[src/sv/assert_macros.svh]
// assertion macros included by the rtl top level
`ifndef ASSERT_MACROS_SVH
`define ASSERT_MACROS_SVH

// condition holds at every clock edge out of reset
`define ASSERT_ALWAYS(lbl, cond) \
  lbl: assert property (@(posedge clk_i) disable iff (!rst_ni) (cond)) \
    else $error("assertion failed");

// antecedent implies consequent on the next clock edge
`define ASSERT_NEXT(lbl, ante, cons) \
  lbl: assert property (@(posedge clk_i) disable iff (!rst_ni) (ante) |=> (cons)) \
    else $error("assertion failed");

`endif

[src/sv/thin_pkg.sv]
// types and constants of the thinning sub-pass filter
`timescale 1ns / 1ps
`default_nettype none

package thin_pkg;

  localparam int unsigned CfgDataW = 11;
  localparam int unsigned SizeMin  = 4;

  typedef enum logic [1:0] {
    CFG_IMAGE_WIDTH  = 2'd0,
    CFG_IMAGE_HEIGHT = 2'd1,
    CFG_SUB_PASS     = 2'd2
  } cfg_index_e;

  typedef enum logic {
    CMD_PIXEL = 1'b0,
    CMD_FLUSH = 1'b1
  } cmd_e;

  typedef struct packed {
    logic px;
    logic emit;
    logic border;
    logic last;
  } stage_t;

endpackage

`default_nettype wire

[src/sv/thin_ram.sv]
// generic simple dual-port ram with registered read
`timescale 1ns / 1ps
`default_nettype none

module thin_ram #(
  parameter int unsigned WIDTH = 2,
  parameter int unsigned DEPTH = 1024
) (
  input  wire logic                     clk_i,
  input  wire logic                     we_i,
  input  wire logic [$clog2(DEPTH)-1:0] waddr_i,
  input  wire logic [WIDTH-1:0]         wdata_i,
  input  wire logic                     re_i,
  input  wire logic [$clog2(DEPTH)-1:0] raddr_i,
  output logic      [WIDTH-1:0]         rdata_o
);

  logic [WIDTH-1:0] mem_q [DEPTH];

  always_ff @(posedge clk_i) begin
    if (we_i) begin
      mem_q[waddr_i] <= wdata_i;
    end
    if (re_i) begin
      rdata_o <= mem_q[raddr_i];
    end
  end

endmodule

`default_nettype wire

[src/sv/thinning_subpass_filter.sv]
// top level of the zhang-suen thinning sub-pass filter
//
// s_axis carries one item per handshake: tdata[0] is the pixel, tuser is the
// command (pixel push or flush). m_axis returns the thinned pixel in tdata[0]
// with tlast on the final pixel of the frame. the cfg channel writes image
// width (index 0), image height (index 1) and sub pass (index 2); a size
// write restarts the frame. cfg_ready_o is always high.
// throughput is one item per clock unless m_axis stalls, set by the single line
// ram that is read and written back once per item. results trail the input by
// one row plus one pixel, passing the s1 register and then the output register.
// the first width+1 items of a frame give no result; flush items after the
// frame drain the remaining pixels, a flush outside a frame is dropped.
// reset returns the control registers to width 1024, height 1024, sub pass 0
// and an empty frame; the line ram and data registers are not cleared. when
// m_axis stalls, the output register holds its item and one more item can
// enter behind it before s_axis_tready falls.
`timescale 1ns / 1ps
`default_nettype none
`include "assert_macros.svh"

module thinning_subpass_filter
  import thin_pkg::*;
#(
  parameter int unsigned MAX_WIDTH  = 1024,
  parameter int unsigned MAX_HEIGHT = 1024
) (
  input  wire logic                clk_i,
  input  wire logic                rst_ni,
  input  wire logic                s_axis_tvalid,
  output logic                     s_axis_tready,
  input  wire logic [7:0]          s_axis_tdata,   // bit 0 pixel_in
  input  wire logic                s_axis_tuser,   // bit 0 cmd
  output logic                     m_axis_tvalid,
  input  wire logic                m_axis_tready,
  output logic [7:0]               m_axis_tdata,   // bit 0 pixel_out
  output logic                     m_axis_tlast,
  input  wire logic                cfg_valid_i,
  output logic                     cfg_ready_o,
  input  wire logic [1:0]          cfg_index_i,
  input  wire logic [CfgDataW-1:0] cfg_data_i
);

  localparam int unsigned CW = $clog2(MAX_WIDTH);
  localparam int unsigned WW = $clog2(MAX_WIDTH + 1);
  localparam int unsigned HW = $clog2(MAX_HEIGHT + 1);
  localparam int unsigned RW = $clog2(MAX_HEIGHT + 2);
  localparam logic [WW-1:0] WidthReset  = WW'((MAX_WIDTH < 1024) ? MAX_WIDTH : 1024);
  localparam logic [HW-1:0] HeightReset = HW'((MAX_HEIGHT < 1024) ? MAX_HEIGHT : 1024);

  logic [WW-1:0] w_q, w_d;
  logic [HW-1:0] h_q, h_d;
  logic          sub_pass_q, sub_pass_d;
  logic [CW-1:0] col_q, col_d;
  logic [RW-1:0] row_q, row_d;
  logic [8:0]    win_q, win_d;
  logic          s1_valid_q, s1_valid_d;
  stage_t        s1_q, s1_d;
  logic [CW-1:0] s1_col_q;
  logic          out_valid_q, out_valid_d;
  logic          out_px_q, out_last_q;

  logic          cfg_we, restart_cfg;
  logic          accept, ignored, process, s1_advance, s1_free;
  logic          px_eff, emit, border, last;
  logic [RW-1:0] orow;
  logic [CW-1:0] ocol, w_last;
  logic [RW-1:0] h_last;
  logic [WW-1:0] col_inc;
  logic [1:0]    ram_rdata;
  logic [8:0]    win_shift;
  logic          dec_val;

  logic nw, no, ne, we, me, ea, sw, so, se;
  logic [3:0] trans, ones;
  logic m1, m2;

  // configuration
  assign cfg_ready_o = 1'b1;
  assign cfg_we      = cfg_valid_i;

  always_comb begin
    w_d         = w_q;
    h_d         = h_q;
    sub_pass_d  = sub_pass_q;
    restart_cfg = 1'b0;
    if (cfg_we) begin
      case (cfg_index_i)
        CFG_IMAGE_WIDTH: begin
          restart_cfg = 1'b1;
          if (32'(cfg_data_i) < SizeMin) begin
            w_d = WW'(SizeMin);
          end else if (32'(cfg_data_i) > MAX_WIDTH) begin
            w_d = WW'(MAX_WIDTH);
          end else begin
            w_d = WW'(cfg_data_i);
          end
        end
        CFG_IMAGE_HEIGHT: begin
          restart_cfg = 1'b1;
          if (32'(cfg_data_i) < SizeMin) begin
            h_d = HW'(SizeMin);
          end else if (32'(cfg_data_i) > MAX_HEIGHT) begin
            h_d = HW'(MAX_HEIGHT);
          end else begin
            h_d = HW'(cfg_data_i);
          end
        end
        CFG_SUB_PASS: begin
          sub_pass_d = cfg_data_i[0];
        end
        default: begin
        end
      endcase
    end
  end

  // input stage
  assign s1_advance    = s1_valid_q && !(s1_q.emit && out_valid_q && !m_axis_tready);
  assign s1_free       = !s1_valid_q || s1_advance;
  assign s_axis_tready = s1_free;
  assign accept        = s_axis_tvalid && s_axis_tready;
  assign ignored       = (s_axis_tuser == CMD_FLUSH) && (row_q == '0) && (col_q == '0);
  assign process       = accept && !ignored;

  assign w_last  = CW'(w_q - WW'(1));
  assign h_last  = RW'(h_q) - RW'(1);
  assign col_inc = WW'(col_q) + WW'(1);

  always_comb begin
    px_eff = s_axis_tdata[0];
    if ((s_axis_tuser == CMD_FLUSH) || (row_q >= RW'(h_q))) begin
      px_eff = 1'b0;
    end
    emit = (row_q >= RW'(2)) || ((row_q == RW'(1)) && (col_q != '0));
    if (col_q != '0) begin
      orow = row_q - RW'(1);
      ocol = col_q - CW'(1);
    end else begin
      orow = row_q - RW'(2);
      ocol = w_last;
    end
    border = (orow == '0) || (orow == h_last) || (ocol == '0) || (ocol == w_last);
    last   = (orow == h_last) && (ocol == w_last);
  end

  always_comb begin
    col_d = col_q;
    row_d = row_q;
    if (restart_cfg) begin
      col_d = '0;
      row_d = '0;
    end else if (process) begin
      if (emit && last) begin
        col_d = '0;
        row_d = '0;
      end else if (col_inc >= w_q) begin
        col_d = '0;
        row_d = row_q + RW'(1);
      end else begin
        col_d = CW'(col_inc);
      end
    end
  end

  always_comb begin
    s1_d        = s1_q;
    s1_valid_d  = s1_valid_q;
    if (process) begin
      s1_valid_d  = 1'b1;
      s1_d.px     = px_eff;
      s1_d.emit   = emit;
      s1_d.border = border;
      s1_d.last   = last;
    end else if (s1_advance) begin
      s1_valid_d = 1'b0;
    end
  end

  // line buffers: bit 0 upper line, bit 1 middle line
  thin_ram #(
    .WIDTH(2),
    .DEPTH(MAX_WIDTH)
  ) u_line_ram (
    .clk_i  (clk_i),
    .we_i   (s1_advance),
    .waddr_i(s1_col_q),
    .wdata_i({s1_q.px, ram_rdata[1]}),
    .re_i   (process),
    .raddr_i(col_q),
    .rdata_o(ram_rdata)
  );

  // window and decision
  assign win_shift = {s1_q.px, ram_rdata[1], ram_rdata[0], win_q[8:3]};

  assign nw = win_shift[0];
  assign we = win_shift[1];
  assign sw = win_shift[2];
  assign no = win_shift[3];
  assign me = win_shift[4];
  assign so = win_shift[5];
  assign ne = win_shift[6];
  assign ea = win_shift[7];
  assign se = win_shift[8];

  always_comb begin
    trans = 4'(!no && ne) + 4'(!ne && ea) + 4'(!ea && se) + 4'(!se && so) +
            4'(!so && sw) + 4'(!sw && we) + 4'(!we && nw) + 4'(!nw && no);
    ones  = 4'(no) + 4'(ne) + 4'(ea) + 4'(se) + 4'(so) + 4'(sw) + 4'(we) + 4'(nw);
    if (!sub_pass_q) begin
      m1 = no & ea & so;
      m2 = ea & so & we;
    end else begin
      m1 = no & ea & we;
      m2 = no & so & we;
    end
    dec_val = me;
    if (!s1_q.border && (trans == 4'd1) && (ones >= 4'd2) && (ones <= 4'd6) && !m1 && !m2) begin
      dec_val = 1'b0;
    end
  end

  always_comb begin
    win_d = win_q;
    if (restart_cfg) begin
      win_d = '0;
    end else if (s1_advance) begin
      win_d = (s1_q.emit && s1_q.last) ? 9'd0 : win_shift;
    end
  end

  always_comb begin
    out_valid_d = out_valid_q;
    if (s1_advance && s1_q.emit) begin
      out_valid_d = 1'b1;
    end else if (m_axis_tready) begin
      out_valid_d = 1'b0;
    end
  end

  always_ff @(posedge clk_i or negedge rst_ni) begin
    if (!rst_ni) begin
      w_q         <= WidthReset;
      h_q         <= HeightReset;
      sub_pass_q  <= 1'b0;
      col_q       <= '0;
      row_q       <= '0;
      win_q       <= '0;
      s1_valid_q  <= 1'b0;
      out_valid_q <= 1'b0;
    end else begin
      w_q         <= w_d;
      h_q         <= h_d;
      sub_pass_q  <= sub_pass_d;
      col_q       <= col_d;
      row_q       <= row_d;
      win_q       <= win_d;
      s1_valid_q  <= s1_valid_d;
      out_valid_q <= out_valid_d;
    end
  end

  always_ff @(posedge clk_i) begin
    s1_q <= s1_d;
    if (process) begin
      s1_col_q <= col_q;
    end
    if (s1_advance && s1_q.emit) begin
      out_px_q   <= dec_val;
      out_last_q <= s1_q.last;
    end
  end

  assign m_axis_tvalid = out_valid_q;
  assign m_axis_tdata  = {7'd0, out_px_q};
  assign m_axis_tlast  = out_last_q;

  `ASSERT_ALWAYS(a_col_in_row, WW'(col_q) < w_q)
  `ASSERT_ALWAYS(a_row_bound, row_q <= RW'(h_q) + RW'(1))
  `ASSERT_NEXT(a_frame_restart, process && emit && last && !restart_cfg,
               (col_q == '0) && (row_q == '0))
  `ASSERT_NEXT(a_result_loaded, s1_advance && s1_q.emit, m_axis_tvalid)

endmodule

`default_nettype wire
[config.mk]
export PLATFORM = sky130hd
export DESIGN_NAME = thinning_subpass_filter
export DESIGN_NICKNAME = d
export VERILOG_FILES = /design/src/sv/thin_pkg.sv /design/src/sv/thin_ram.sv /design/src/sv/thinning_subpass_filter.sv
export VERILOG_INCLUDE_DIRS = /design/src /design/src/sv
export SDC_FILE = /design/constraint.sdc
export NUM_CORES = 2
export LEC_CHECK = 0
export BUFFER_PORTS_ARGS = -buffer_cell sky130_fd_sc_hd__buf_2
export CORE_UTILIZATION = 66
export CTS_BUF_LIST = sky130_fd_sc_hd__clkbuf_2
export CTS_CLUSTER_DIAMETER = 80
export DETAILED_ROUTE_END_ITERATION = 16
export GPL_ROUTABILITY_DRIVEN = 0
export PLACE_DENSITY = 0.8
export SYNTH_ARGS = -nofsm -noshare
export SYNTH_HDL_FRONTEND = slang
export SYNTH_SLANG_ARGS = --single-unit
[constraint.sdc]
create_clock -name clk_i -period 23.7 [get_ports clk_i]
set_input_delay 3.555 -clock clk_i [delete_from_list [all_inputs] [get_ports clk_i]]
set_output_delay 3.555 -clock clk_i [all_outputs]
set_load 0.02 [all_outputs]
==> flow_summary.json <==
{
  "cp_cell_sequence": "buf_2 > nor2b_1 > nand3_1 > buf_2",
  "synthDistinctLibCells": 88,
  "rsz0062_at_grt": "false",
  "ctsHoldBuffers": 0,
  "insertion_delay_ns": 1.76,
  "yosys-top-cells-area": "edfxtp_1 70%, mux4_2 13%, nor2_1 4.6%",
  "initial_core_util_pct": 66.4,
  "vias": 52900,
  "synth-edff-count": 2066,
  "worst-setup-path-type": "input port to output port",
  "final_util_pct": 71.0,
  "period_share_pct": 32.9,
  "cp.required_ns": 20.15,
  "power_mw": 9.01,
  "drtPass1Iterations": 8,
  "ys_top_cells_by_count": "2,066 x edfxtp_1, 1,093 x nor2_1, 507 x mux4_2, 293 x clkbuf_1, 213 x nand2_1",
  "area_delta_synth_final_pct": 6.88,
  "h-tree-depth": 6,
  "ctsResizeCount": 0,
  "cp_max_fo": 3,
  "syn_area_sq_um": 88600,
  "path_clk_slew_ns": 0.09,
  "avgSynthCellArea_sq_um": 16.7,
  "hold_class": "flip-flop to flip-flop",
  "core_sq_um": 133000,
  "slew_headroom_pct": 14.2,
  "clk_path_buf_depth": 4,
  "cts-buffers-inserted": 532,
  "dp.cells": 6779,
  "hpwlAfterDp_microns": 128000,
  "layout.nets": 5621,
  "rows": 134,
  "critical_path.most_common_cell": "buf_2",
  "grt_pass1_wl_microns": 338000,
  "fp.dieH_microns": 368,
  "io_buffers": 23,
  "drc": 0,
  "drive_above_1_share_pct": 25.5,
  "power_density_nw_per_um2": 95.2,
  "postCtsSetupRepairBufs": 0,
  "end_kind": "output port",
  "crit_path_top_delay_cell": "nor2b_1",
  "async_reset_ff_share_pct": 2.46,
  "ys_warn_count": 0,
  "layout.cells.non_filler": 7653,
  "ant_nets": 0,
  "synth.most_common_cell": "edfxtp_1",
  "cts.sinks": 2118,
  "post-route-min-period_ns": 7.80,
  "finalSetupViolCount": 0,
  "tightest_slew_ns": 1.29,
  "critPathLaunchType": "input port",
  "grt_antenna_before_repair": 9,
  "via_per_inst": 6.91,
  "hold_violations": 0,
  "tritoncts": "built",
  "max_stage_delay_ns": 0.21,
  "fp.dieW_microns": 368,
  "ys_ff_latch": 2118,
  "fmax_mhz": 128,
  "p_leak_nw": 29.9,
  "drt-total-wl_microns": 236000,
  "skew_ns": 0.158,
  "grt_overflow": 0,
  "grt_max_degree": 282,
  "arrival_ns": 4.25,
  "synthFlopType": "edfxtp_1",
  "outcome": "finished clean",
  "syn_inst": 5295,
  "finalMaxSlewViolations": 0,
  "synth_top_area_share_pct": 70.1,
  "ios": 39,
  "dieArea_sq_um": 136000,
  "setup_tns_ns": 0,
  "synth_seq_area_share_pct": 71.5,
  "grt_pass1_vias": 52400,
  "grt_usage_pct": 35.0,
  "first_iter_violations": 9028,
  "synth_largest_area_cell": "edfxtp_1",
  "ir_worst_vdd_mv": 0.0945,
  "r2r_setup_slack_ns": 17.11,
  "cts_root_buffer": "clkbuf_2",
  "routedWlPerCell_microns": 30.8,
  "maxCapViolCount": 0
}
flip-flops by register name, indices dropped and copies added (netlist names), 3 cells and up:
name              cells
col_q                10
row_q                11
s1_col_q             10
s1_q                  3
win_q                 6
u_line_ram.mem_q   2048
w_q                  11
h_q                  11
cell usage in the layout (no fill, tap or decap), types with 14 or more instances in the layout:
cell type and instances:
edfxtp_1 2066, nor2_1 1090, clkbuf_2 733, mux4_2 507, nand2_1 193, mux2i_1 115
buf_4 98, clkinv_1 87, a22oi_1 63, a21oi_1 60, inv_1 58, nand3_1 57
o21ai_0 52, xnor2_1 44, dfrtp_1 44, ha_1 42, nor3_1 41, buf_2 23
a31oi_1 22, o22ai_1 21, nand2_2 20, diode_2 19, nor2b_1 19, a221oi_1 19
and3_1 19, inv_2 18, a211oi_1 18, mux2_2 17, nand2b_1 15, nor4_1 15
a22o_1 14
worst paths after layout:
check	startpoint	endpoint	cells past startpoint
max	m_axis_tready	s_axis_tready	4
min	s1_q[0]	m_axis_tlast	0
max reg2reg	col_q[1]	u_line_ram.rdata_o[1]	11
min reg2reg	s1_q[0]	m_axis_tlast	0
max in group asynchronous	rst_ni	col_q[2]	2
min in group asynchronous	rst_ni	win_q[5]	2
report_power, final:
part	internal [mW]	switching [mW]
sequential	4.40	0.0771
clock	0.921	1.40
combinational	0.887	1.32
total	6.21	2.80
metrics by stage:
stage | worst slack, ns | hold slack, ns | area, sq um
after floorplan | 7.27 | 0.420 | 88600
after global placement | 15.97 | 0.441 | 90200
after detailed placement | 15.89 | 0.442 | 90200
after CTS | 15.89 | 0.464 | 94600
after global routing | 15.81 | 0.478 | 94600
final | 15.90 | 0.463 | 94600
critical path: cells and delay by family:
kind	cells	cell delay, ns
buffers and inverters	2	0.30
and+or+nand+nor	2	0.39
cell families (layout without fill, tap and decap cells):
family | count (synthesis) | in the layout | share of synthesized area (%)
simple gates | 1570 | 1570 | 7.41
other cells | 2 | 27 | 0.00848
mux | 639 | 639 | 14.4
fa+ha+maj | 49 | 49 | 0.752
buf+inv | 481 | 1046 | 2.27
flops | 2118 | 2118 | 71.5
xor+xnor | 58 | 58 | 0.589
compound gates | 378 | 378 | 3.03
routing by layer:
layer | vias to the layer above | GRT usage, % | share of wire, %
li1 | 21300 | - | -
met1 | 26400 | 47.2 | 34
met2 | 4375 | 52.1 | 46
met3 | 738 | 10.5 | 15
met4 | 10 | 18.5 | 5.3
met5 | - | 0 | 0.031
final cells by class:
| class | count | area, sq um |
|---|---|---|
| Sequential cell | 2118 | 63400 |
| Fill cell | 8169 | 38600 |
| Multi-Input combinational cell | 2702 | 23400 |
| Clock buffer | 733 | 3670 |
| Tap cell | 1768 | 2210 |
| Timing Repair Buffer | 130 | 1030 |
| Clock inverter | 122 | 712 |
| Inverter | 61 | 231 |
| Antenna cell | 19 | 47.5 |
Note: power is estimated with default switching activity, not from simulation.
